===== src/tpps_pkg.sv =====
package tpps_pkg;

    localparam int MAX_TASKS_DEF = 16;

    localparam int ID_W     = 8;
    localparam int PERIOD_W = 24;
    localparam int PRIO_W   = 8;

    localparam int APB_DATA_W = 32;
    localparam int APB_ADDR_W = 3;

    // register index taken from paddr[2]
    localparam logic REG_PRIORITY_DESCENDING = 1'b0;

    typedef struct packed {
        logic [ID_W-1:0]     id;
        logic [PERIOD_W-1:0] period;
        logic [PRIO_W-1:0]   prio;
    } task_rec_t;

    typedef enum logic [1:0] {
        CELL_HOLD,
        CELL_LOAD,
        CELL_SORT,
        CELL_SHIFT
    } cell_op_t;

    typedef struct packed {
        cell_op_t op;
        logic     wr_en;
        logic     swap_left;
        logic     swap_right;
    } cell_ctrl_t;

    typedef enum logic [1:0] {
        ST_LOAD,
        ST_SORT,
        ST_EMIT
    } sorter_state_t;

endpackage


===== src/tpps_cmp.sv =====
// True when record a must come strictly before record b.
module tpps_cmp (
    input  tpps_pkg::task_rec_t a,
    input  tpps_pkg::task_rec_t b,
    input  logic                desc,
    output logic                a_first
);

    always_comb
    begin
        if (a.period != b.period)
        begin
            a_first = (a.period < b.period);
        end
        else if (desc)
        begin
            a_first = (a.prio > b.prio);
        end
        else
        begin
            a_first = (a.prio < b.prio);
        end
    end

endmodule


===== src/tpps_cell.sv =====
// One slot of the chain: load in place, swap with a neighbour, or shift towards the head.
module tpps_cell (
    input  logic                clk,
    input  logic                rst_n,
    input  tpps_pkg::cell_ctrl_t ctrl,
    input  tpps_pkg::task_rec_t wr_rec,
    input  tpps_pkg::task_rec_t left_rec,
    input  tpps_pkg::task_rec_t right_rec,
    input  logic                right_vld,
    output tpps_pkg::task_rec_t rec,
    output logic                vld
);

    tpps_pkg::task_rec_t rec_reg;
    tpps_pkg::task_rec_t rec_next;
    logic                vld_reg;
    logic                vld_next;

    always_comb
    begin
        rec_next = rec_reg;
        vld_next = vld_reg;
        case (ctrl.op)
            tpps_pkg::CELL_LOAD:
            begin
                if (ctrl.wr_en)
                begin
                    rec_next = wr_rec;
                    vld_next = 1'b1;
                end
            end
            tpps_pkg::CELL_SORT:
            begin
                // swapping cells are both valid, so the valid bit holds
                if (ctrl.swap_left)
                begin
                    rec_next = left_rec;
                end
                else if (ctrl.swap_right)
                begin
                    rec_next = right_rec;
                end
            end
            tpps_pkg::CELL_SHIFT:
            begin
                rec_next = right_rec;
                vld_next = right_vld;
            end
            default:
            begin
                rec_next = rec_reg;
                vld_next = vld_reg;
            end
        endcase
    end

    always_ff @(posedge clk)
    begin
        rec_reg <= rec_next;
    end

    always_ff @(posedge clk or negedge rst_n)
    begin
        if (!rst_n)
        begin
            vld_reg <= 1'b0;
        end
        else
        begin
            vld_reg <= vld_next;
        end
    end

    assign rec = rec_reg;
    assign vld = vld_reg;

endmodule


===== src/task_period_priority_sorter_unit.sv =====
// Channel  | Handshake               | Payload
// ---------+-------------------------+-----------------------------------------------
// input    | in_valid / in_ready     | task_id, period_us, priority_req, last_task
// output   | out_valid / out_ready   | out_task_id, out_period_us, out_priority,
//          |                         | out_last, tasks_dropped
// config   | psel, penable, pwrite   | paddr, pwdata, prdata (pready tied high)
//
// Load one record a cycle into the next free cell, so records sit in arrival order;
// records that meet a full chain are dropped and flagged on tasks_dropped. The
// marked record starts an odd-even transposition sort; in_ready stays low from
// then until the last record has left the chain. Emit one record a cycle from the
// head while the output register is free or taken.
// Reset clears valid bits, count, drop flag, direction and the output valid flag.
module task_period_priority_sorter_unit #(
    parameter int MAX_TASKS = tpps_pkg::MAX_TASKS_DEF
) (
    input  logic                                clk,
    input  logic                                rst_n,
    // input channel
    input  logic                                in_valid,
    output logic                                in_ready,
    input  logic [tpps_pkg::ID_W-1:0]           task_id,
    input  logic [tpps_pkg::PERIOD_W-1:0]       period_us,
    input  logic [tpps_pkg::PRIO_W-1:0]         priority_req,
    input  logic                                last_task,
    // output channel
    output logic                                out_valid,
    input  logic                                out_ready,
    output logic [tpps_pkg::ID_W-1:0]           out_task_id,
    output logic [tpps_pkg::PERIOD_W-1:0]       out_period_us,
    output logic [tpps_pkg::PRIO_W-1:0]         out_priority,
    output logic                                out_last,
    output logic                                tasks_dropped,
    // configuration port
    input  logic                                psel,
    input  logic                                penable,
    input  logic                                pwrite,
    input  logic [tpps_pkg::APB_ADDR_W-1:0]     paddr,
    input  logic [tpps_pkg::APB_DATA_W-1:0]     pwdata,
    output logic [tpps_pkg::APB_DATA_W-1:0]     prdata,
    output logic                                pready
);

    localparam int CNT_W  = $clog2(MAX_TASKS + 1);
    localparam int PASS_W = $clog2(MAX_TASKS);

    // ------------------------------------------------------------------
    // Configuration register
    // ------------------------------------------------------------------
    logic prio_desc_reg;
    logic cfg_wr;

    assign pready = 1'b1;
    assign cfg_wr = psel & penable & pwrite & pready;

    always_ff @(posedge clk or negedge rst_n)
    begin
        if (!rst_n)
        begin
            prio_desc_reg <= 1'b0;
        end
        else if (cfg_wr && (paddr[2] == tpps_pkg::REG_PRIORITY_DESCENDING))
        begin
            prio_desc_reg <= pwdata[0];
        end
    end

    always_comb
    begin
        prdata = '0;
        if (paddr[2] == tpps_pkg::REG_PRIORITY_DESCENDING)
        begin
            prdata[0] = prio_desc_reg;
        end
    end

    // ------------------------------------------------------------------
    // Control state
    // ------------------------------------------------------------------
    tpps_pkg::sorter_state_t state_reg;
    tpps_pkg::sorter_state_t state_next;
    logic [CNT_W-1:0]        count_reg;
    logic [CNT_W-1:0]        count_next;
    logic [PASS_W-1:0]       pass_reg;
    logic [PASS_W-1:0]       pass_next;
    logic                    ovf_reg;
    logic                    ovf_next;
    logic                    desc_sort_reg;
    logic                    desc_sort_next;

    // output register
    logic                    out_valid_reg;
    logic                    out_valid_next;
    tpps_pkg::task_rec_t     out_rec_reg;
    logic                    out_last_reg;
    logic                    out_drop_reg;
    logic                    out_load;

    // chain
    tpps_pkg::task_rec_t     cell_rec [MAX_TASKS];
    logic [MAX_TASKS-1:0]    cell_vld;
    logic [MAX_TASKS-2:0]    pair_swap;
    tpps_pkg::cell_op_t      chain_op;
    tpps_pkg::task_rec_t     in_rec;

    logic in_acc;
    logic chain_full;

    assign in_rec.id     = task_id;
    assign in_rec.period = period_us;
    assign in_rec.prio   = priority_req;

    assign in_ready   = (state_reg == tpps_pkg::ST_LOAD);
    assign in_acc     = in_valid & in_ready;
    assign chain_full = (count_reg == CNT_W'(MAX_TASKS));

    // Refill the output register when it is empty or being taken.
    assign out_load = (state_reg == tpps_pkg::ST_EMIT) && (!out_valid_reg || out_ready);

    always_comb
    begin
        state_next     = state_reg;
        count_next     = count_reg;
        pass_next      = pass_reg;
        ovf_next       = ovf_reg;
        desc_sort_next = desc_sort_reg;
        out_valid_next = out_valid_reg && !out_ready;
        chain_op       = tpps_pkg::CELL_HOLD;
        case (state_reg)
            tpps_pkg::ST_LOAD:
            begin
                if (in_acc)
                begin
                    chain_op = tpps_pkg::CELL_LOAD;
                    if (chain_full)
                    begin
                        ovf_next = 1'b1;
                    end
                    else
                    begin
                        count_next = count_reg + CNT_W'(1);
                    end
                    if (last_task)
                    begin
                        // sample the direction now for the whole set
                        desc_sort_next = prio_desc_reg;
                        pass_next      = PASS_W'(MAX_TASKS - 1);
                        state_next     = tpps_pkg::ST_SORT;
                    end
                end
            end
            tpps_pkg::ST_SORT:
            begin
                chain_op  = tpps_pkg::CELL_SORT;
                pass_next = pass_reg - PASS_W'(1);
                if (pass_reg == '0)
                begin
                    state_next = tpps_pkg::ST_EMIT;
                end
            end
            tpps_pkg::ST_EMIT:
            begin
                if (out_load)
                begin
                    chain_op       = tpps_pkg::CELL_SHIFT;
                    out_valid_next = 1'b1;
                    count_next     = count_reg - CNT_W'(1);
                    if (count_reg == CNT_W'(1))
                    begin
                        // set done: drop the flag, take the next set
                        ovf_next   = 1'b0;
                        state_next = tpps_pkg::ST_LOAD;
                    end
                end
            end
            default:
            begin
                state_next = tpps_pkg::ST_LOAD;
            end
        endcase
    end

    always_ff @(posedge clk or negedge rst_n)
    begin
        if (!rst_n)
        begin
            state_reg     <= tpps_pkg::ST_LOAD;
            count_reg     <= '0;
            pass_reg      <= '0;
            ovf_reg       <= 1'b0;
            desc_sort_reg <= 1'b0;
            out_valid_reg <= 1'b0;
        end
        else
        begin
            state_reg     <= state_next;
            count_reg     <= count_next;
            pass_reg      <= pass_next;
            ovf_reg       <= ovf_next;
            desc_sort_reg <= desc_sort_next;
            out_valid_reg <= out_valid_next;
        end
    end

    always_ff @(posedge clk)
    begin
        if (out_load)
        begin
            out_rec_reg  <= cell_rec[0];
            out_last_reg <= (count_reg == CNT_W'(1));
            out_drop_reg <= ovf_reg;
        end
    end

    assign out_valid     = out_valid_reg;
    assign out_task_id   = out_rec_reg.id;
    assign out_period_us = out_rec_reg.period;
    assign out_priority  = out_rec_reg.prio;
    assign out_last      = out_last_reg;
    assign tasks_dropped = out_drop_reg;

    // ------------------------------------------------------------------
    // Compare-exchange between neighbours: even pairs on one cycle, odd
    // pairs on the next. Swap only on strict order to keep ties stable.
    // ------------------------------------------------------------------
    genvar gi;
    generate
        for (gi = 0; gi < MAX_TASKS - 1; gi++)
        begin : g_pair
            logic right_first;

            tpps_cmp u_cmp (
                .a       (cell_rec[gi+1]),
                .b       (cell_rec[gi]),
                .desc    (desc_sort_reg),
                .a_first (right_first)
            );

            assign pair_swap[gi] = (pass_reg[0] == 1'(gi % 2)) && cell_vld[gi]
                                   && cell_vld[gi+1] && right_first;
        end

        for (gi = 0; gi < MAX_TASKS; gi++)
        begin : g_cell
            tpps_pkg::cell_ctrl_t ctrl;
            tpps_pkg::task_rec_t  left_rec;
            tpps_pkg::task_rec_t  right_rec;
            logic                 right_vld;

            assign ctrl.op    = chain_op;
            assign ctrl.wr_en = (count_reg == CNT_W'(gi));

            if (gi == 0)
            begin : g_head
                assign ctrl.swap_left = 1'b0;
                assign left_rec       = '0;
            end
            else
            begin : g_body
                assign ctrl.swap_left = pair_swap[gi-1];
                assign left_rec       = cell_rec[gi-1];
            end

            if (gi == MAX_TASKS - 1)
            begin : g_tail
                assign ctrl.swap_right = 1'b0;
                assign right_rec       = '0;
                assign right_vld       = 1'b0;
            end
            else
            begin : g_inner
                assign ctrl.swap_right = pair_swap[gi];
                assign right_rec       = cell_rec[gi+1];
                assign right_vld       = cell_vld[gi+1];
            end

            tpps_cell u_cell (
                .clk       (clk),
                .rst_n     (rst_n),
                .ctrl      (ctrl),
                .wr_rec    (in_rec),
                .left_rec  (left_rec),
                .right_rec (right_rec),
                .right_vld (right_vld),
                .rec       (cell_rec[gi]),
                .vld       (cell_vld[gi])
            );
        end
    endgenerate

    // ------------------------------------------------------------------
    // Assertions
    // ------------------------------------------------------------------
    // Occupied cells always match the record count outside emission.
    a_count_matches: assert property (@(posedge clk) disable iff (!rst_n)
        (state_reg != tpps_pkg::ST_EMIT) |-> ($countones(cell_vld) == count_reg))
        else $error("cell valid bits disagree with record count");

    // While records remain to be emitted, the head cell holds one.
    a_head_valid: assert property (@(posedge clk) disable iff (!rst_n)
        (state_reg == tpps_pkg::ST_EMIT && count_reg != '0) |-> cell_vld[0])
        else $error("head cell empty during emission");

    // A set that closes the emission leaves the chain empty.
    a_chain_empty: assert property (@(posedge clk) disable iff (!rst_n)
        (state_reg == tpps_pkg::ST_EMIT && out_load && count_reg == CNT_W'(1))
        |=> (cell_vld == '0 && count_reg == '0 && !ovf_reg))
        else $error("chain not empty after emission");

    // The sort never starts on an empty set.
    a_sort_nonempty: assert property (@(posedge clk) disable iff (!rst_n)
        (state_reg == tpps_pkg::ST_SORT) |-> (count_reg != '0))
        else $error("sort started with no records");

endmodule

===== config.mk =====
export PLATFORM = sky130hd
export DESIGN_NAME = task_period_priority_sorter_unit
export DESIGN_NICKNAME = d
export VERILOG_FILES = /design/src/tpps_pkg.sv /design/src/tpps_cmp.sv /design/src/tpps_cell.sv /design/src/task_period_priority_sorter_unit.sv
export SDC_FILE = /design/constraint.sdc
export NUM_CORES = 2
export LEC_CHECK = 0
export BUFFER_PORTS_ARGS = -buffer_cell sky130_fd_sc_hd__buf_2
export CAP_MARGIN = 20
export CORE_UTILIZATION = 43
export CTS_CLUSTER_SIZE = 30
export DETAILED_ROUTE_END_ITERATION = 8
export PLACE_DENSITY = 0.59
export SLEW_MARGIN = 25
export SYNTH_ARGS = -nofsm -noshare
export SYNTH_HDL_FRONTEND = slang
export SYNTH_HIERARCHICAL = 1
export SYNTH_SLANG_ARGS = --single-unit

===== constraint.sdc =====
create_clock -name clk -period 8.82 [get_ports clk]
set_input_delay 0.441 -clock clk [delete_from_list [all_inputs] [get_ports clk]]
set_output_delay 0.441 -clock clk [all_outputs]
set_load 0.01 [all_outputs]

== After elaboration in Yosys (flattened, before gate mapping) ==
Index checks and enable logic that the tools add are counted.

* Reduce and logical (&&, ||, !) cells: 95
* $lt $le $gt $ge: 45
* Bitwise operators: 5
* Add/sub/neg operators: 3
* Muxes and demuxes: 148
* Eq/ne operators: 75

{| class="wikitable"
|+ Operators by type and width
! cell !! number
|-
| 40-bit case mux with 3 select lines || 16
|-
| 40-bit two-way mux || 46
|-
| 24-bit < comparator || 15
|-
| 24-bit inequality test || 15
|-
| 8-bit greater-than comparator || 15
|-
| 8-bit < comparator || 15
|-
| 1-bit two-way mux || 54
|-
| 3-bit AND reduction || 18
|-
| 1-bit logical AND || 48
|-
| 2-bit inequality test (second input constant) || 22
|-
| 3-bit inequality test (second input constant) || 14
|-
| 5-bit by 4-bit equality test with 1-bit output (second input constant) || 8
|-
| 1-bit case mux with 2 select lines || 17
|-
| 2-bit AND reduction || 16
|-
| 5-bit by 3-bit equality test with 1-bit output (second input constant) || 4
|-
| 5-bit two-way mux || 3
|-
| 2-bit two-way mux || 6
|-
| 2-bit case mux with 3 select lines || 2
|-
| 5-bit by 2-bit equality test with 1-bit output (second input constant) || 2
|-
| 5-bit case mux with 2 select lines || 1
|-
| 5-bit AND reduction || 2
|-
| 4-bit two-way mux || 2
|-
| 4-bit case mux with 2 select lines || 1
|-
| 2-bit equality test (second input constant) || 3
|-
| 17 further kinds || 26
|}

* Bits of input ports: 83
* Word-level logic and storage cells: 447
* Output and inout bits: 77
* Register bits: 713

== Longest topological paths before layout ==
* Depth in word-level cells: 8
* Gate-level depth with buffers: 13
* Gate-level depth less buffers: 11

== Modules after synthesis ==
The synthesis kept the hierarchy.

{| class="wikitable"
|+ Modules (own cells, without submodules)
! module !! sequential area each (um2) !! area each (um2) !! cells an instance !! instances
|-
| tpps_cell || 1226.2 || 2676.3 || 234 || 16
|-
| tpps_cmp (g_pair[2].u_cmp ...) || 0.0 || 834.6 || 117 || 8
|-
| tpps_cmp (g_pair[0].u_cmp ...) || 0.0 || 823.3 || 116 || 7
|-
| task_period_priority_sorter_unit || 1636.6 || 2638.8 || 210 || 1
|}

== Worst setup path before layout ==
Ideal clock, no wire load.

* Path kind: input port to flip-flop
* Start point: input out_ready
* End point: register g_cell[0].u_cell.rec_reg (netlist bit g_cell[0].u_cell/rec[0]), enable pin
* Required time: 8422 ps
* Arrival: 6548 ps
* Library setup time: 398 ps
* Path buffers: 1
* Setup slack: 1874 ps
* Cell stages on the path: 5
* Cells stage by stage: and3b_1 > nor3_1 > buf_2 > o21ai_1 > nand2_1

* Word-level cells in the longest chain between the ends: 7
* Elaborated cells on any way between the ends: 11
* Those cells by class: eq/ne (5); mux (2); reduce/logical (4)

{| class="wikitable"
|+ RTL lines
! element !! RTL line !! text
|-
| start, declared || task_period_priority_sorter_unit.sv:28 || <nowiki>input logic out_ready,</nowiki>
|-
| 1-bit logical OR (*) || task_period_priority_sorter_unit.sv:118 || <nowiki>assign out_load = (state_reg == tpps_pkg::ST_EMIT) && (!out_valid_reg || out_ready);</nowiki>
|-
| 1-bit logical AND (*) || task_period_priority_sorter_unit.sv:118 ||
|-
| 2-bit two-way mux (*) || task_period_priority_sorter_unit.sv:163 || <nowiki>if (out_load)</nowiki>
|-
| 2-bit case mux with 3 select lines (*) || task_period_priority_sorter_unit.sv:129 || <nowiki>case (state_reg)</nowiki>
|-
| named net chain_op[0] || task_period_priority_sorter_unit.sv:103 || <nowiki>tpps_pkg::cell_op_t chain_op;</nowiki>
|-
| 2-bit by 1-bit equality test with 1-bit output / 2-bit equality test (equally long branches) || tpps_cell.sv:23 || <nowiki>case (ctrl.op)</nowiki>
|-
| 2-bit inequality test (no source line) / 3-bit nonzero test (equally long branches) || - ||
|-
| 3-bit AND reduction (no source line) (*) || - ||
|-
| end signal, assigned || tpps_cell.sv:59 || <nowiki>rec_reg <= rec_next;</nowiki>
|-
| end, declared || tpps_cell.sv:14 || <nowiki>tpps_pkg::task_rec_t rec_reg;</nowiki>
|}

The timed path passes the listed nets; every way through them passes the cells marked *.
A chain may end at the register's enable or synchronous reset.

==> metrics.md <==
| Metric | Value |
|---|---|
| Critical Path AT | 4820 ps |
| TNS Setup | 0 ps |
| Design Area, Final | a little over 60000 um2 |
| Setup slack after layout | 4290 ps |
| Hold depth | 3 |
| Crit end category | flop |
| Worst Reg2Reg Path Length in Cells | 12 |
| Vias in the first global route | 40200 |
| DR DRC count | 0 |
| Final Cycle Share | 51.4% |
| Root Buffer | clkbuf_16 |
| Pre-CTS setup slack | 4210 ps |
| Area of the core | 133000 um2 |
| CTS Buf Count | 90 |
| Final WL | 142000 um |
| Routability Congestion | 0.806 |
| Initial antenna violation count | 1 |
| Kind of critical path | reg2reg |
| WP data required | 9110 ps |
| Htree depth | 3 |
| # rows | between 100 and 150 |
| Largest register FFs | 640 |
| Mean routed wirelength per cell | 19.1 um |
| Min-delay worst type | in2reg |
| Rel. slew slack | a little under a quarter |
| Register cell area after layout | between 20000 and 25000 um2 |
| CTS tree | done |
| Fraction of layout cells with a size suffix above 1 | between 10% and 20% |
| Post-synth top flop | edfxtp_1 |
| Fin. max-slew vios | 0 |
| Hold Path Sink | prio_desc_reg |
| Clock skew | 27.0 ps |
| PortBufs | 94 |
| Post-CTS Setup Bufs | 0 |
| Worst r2r src | g_cell[2].u_cell/rec[1] |
| Multi-input logic area | 32500 um2 |
| Synth Area per Inst | 10.2 um2 |
| Crit start category | flop |
| Register area share after synthesis | 36.7% |
| Die H | between 300 and 400 um |
| Vias per inst | ~5.6 |
| ANT cells | 0 |
| Asr flop ratio synth | under 10% |
| Commonest cells after routing, fill and taps aside | nand2_1, edfxtp_1, o211ai_2 |
| FMAX | 0.221 GHz |
| Drt pass-1 iters | 5 |
| Measured slew at the worst slew-check pin | 1160 ps |
| Final setup vio count | 0 |
| Die ar. | 136000 um2 |
| Worst R2R End | g_cell[2].u_cell/rec[39] |
| RSZ-0062 raised after global routing | false |
| Detailed placement HPWL | between 90000 and 100000 um |
| Most common cell after layout, fill and taps aside | nand2_1 |
| Die W | between 300 and 400 um |
| Final core utilization | 46.1% |
| NumNets Final | 6154 |
| First-pass GRT wire length | roughly 230000 um |
| Worst skew pair latency | between 600 and 700 ps |
| Total gr overflow | 0 |
| Clk buf depth | 3 |
| Outcome | finished clean |
| DRT iter0 DRCs | 3179 |
| Vias | approximately 41000 |
| Post-synth EDFFs | 682 |
| Area Overhead vs Synth | 6.24% |
| Syn Inst Count | 5702 |
| Final Hold Viols | 0 |
| Final min period | 4530 ps |
| Max-cap violations | 0 |
| Reg2reg setup slack | ~4300 ps |
| Final ANT Viol Nets | 0 |
| Largest net degree at the start of global routing | 288 |
| Worst Min Path Start | pwrite |
| Count of cell types in the netlist | 51 |
| Synthesized area | 57900 um2 |
| Gr usage total | between 20% and 30% |
| Register bit total from synthesis | 713 |
| Initial Utilization | 43.4% |
| Cell area after placement | 58600 um2 |
| Fillers | 12600 |
| Ys Warns | 6 |
| Crit Path Max Fanout | 40 |
| Io pins | 160 |
| Clock-pin slew on the worst setup and hold paths | 60 ps |
| CTS Sinks | 713 |
==> cell type report <==
type | count | share of cell area, %
clock inverters | 46 | 0.592
repair buffers | 131 | 1.43
multi-input cells | 4146 | 52.8
inverters | 503 | 3.07
well taps | 1768 | 3.60
clock buffers | 119 | 3.95
flip-flops and latches | 713 | 34.6
==> routing by layer <==
metal  up-vias  global-route usage [%]  share of wire [%]
met1     19800                    29.5                 49
li1      20600                       -                  -
met3       161                    1.94                3.8
met2       755                    32.5                 45
met4         0                    5.53                2.3
met5         -                       0                  0
==> critical path, stage by stage (launching register included) <==
cell,delay [ps]
edfxtp_1,450
inv_1,90
ha_1,230
nor2b_1,140
o211ai_2,140
a21oi_1,120
a211oi_2,270
mux2i_1,460
a31o_1,240
and4_1,710
buf_4,390
o21ai_1,110
nand2_2,780
==> per-stage QoR <==
step                      hold WS [ps]  instances
after floorplan                    145       5815
after global placement             468       7258
after detailed placement           460       7258
after CTS                         70.8       7425
after global routing               124       7426
final                              115       7426
==> synth_stat cells (all sizes together), types with 2 or more instances <==
cell / count / area (um2)
a211oi: 46 / 420
a21o: 8 / 60.1
a21oi: 187 / 966
a2bb2oi: 16 / 140
a31o: 15 / 131
and2: 5 / 31.3
and2b: 16 / 160
and3: 14 / 87.6
and4: 31 / 272
buf: 354 / 2410
clkbuf: 99 / 392
conb: 2 / 7.51
dfrtp: 31 / 776
edfxtp: 682 / 20500
ha: 486 / 6080
inv: 503 / 1890
mux2: 2 / 22.5
mux2i: 15 / 150
nand2: 780 / 2930
nand2b: 658 / 4140
nand3: 41 / 205
nand4: 82 / 513
nand4b: 641 / 5610
nor2: 90 / 338
nor2b: 28 / 228
nor3: 28 / 180
nor3b: 9 / 67.6
nor4: 7 / 43.8
o211ai: 663 / 8260
o21a: 8 / 60.1
o21ai: 144 / 751
xnor2: 2 / 17.5
xor2: 2 / 17.5
==> worst max path at each step <==
stage / startpoint / endpoint / slack (ps) / cells after the start
4_1_cts: g_cell[2].u_cell/rec[1] / g_cell[3].u_cell/rec[26] / 4180 / 12
5_1_grt: g_cell[3].u_cell/rec[1] / g_cell[2].u_cell/rec[16] / 3980 / 11
6_report: g_cell[2].u_cell/rec[1] / g_cell[2].u_cell/rec[39] / 4290 / 12
3_3_place_gp: g_cell[3].u_cell/rec[1] / g_cell[2].u_cell/rec[33] / 4270 / 11
3_5_place_dp: g_cell[2].u_cell/rec[1] / g_cell[3].u_cell/rec[33] / 4210 / 12
2_1_floorplan: out_ready / g_cell[0].u_cell/rec[0] / 1870 / 5
==> repair_timing <==
item                                    4_1_cts  5_1_grt
endpoints found under the setup margin        0        0
hold buffers                                  2        0
endpoints found under the hold margin        32        0
resized for setup                             0        0
==> cell families after synthesis <==
kind of cell | Yosys count | share of synthesized area (%)
and+or+nand+nor | 2434 | 25.6
AOI/OAI and AO/OA | 1090 | 18.7
buffers and inverters | 956 | 8.11
DFF | 713 | 36.7
adders and majority gates | 486 | 10.5
muxes | 17 | 0.298
xor gates and xnor gates | 4 | 0.0605
other | 2 | 0.0130
Power is left out: the tool's default activity adds up to more than one toggle a clock period on the data nets, which glitch-free logic cannot reach.
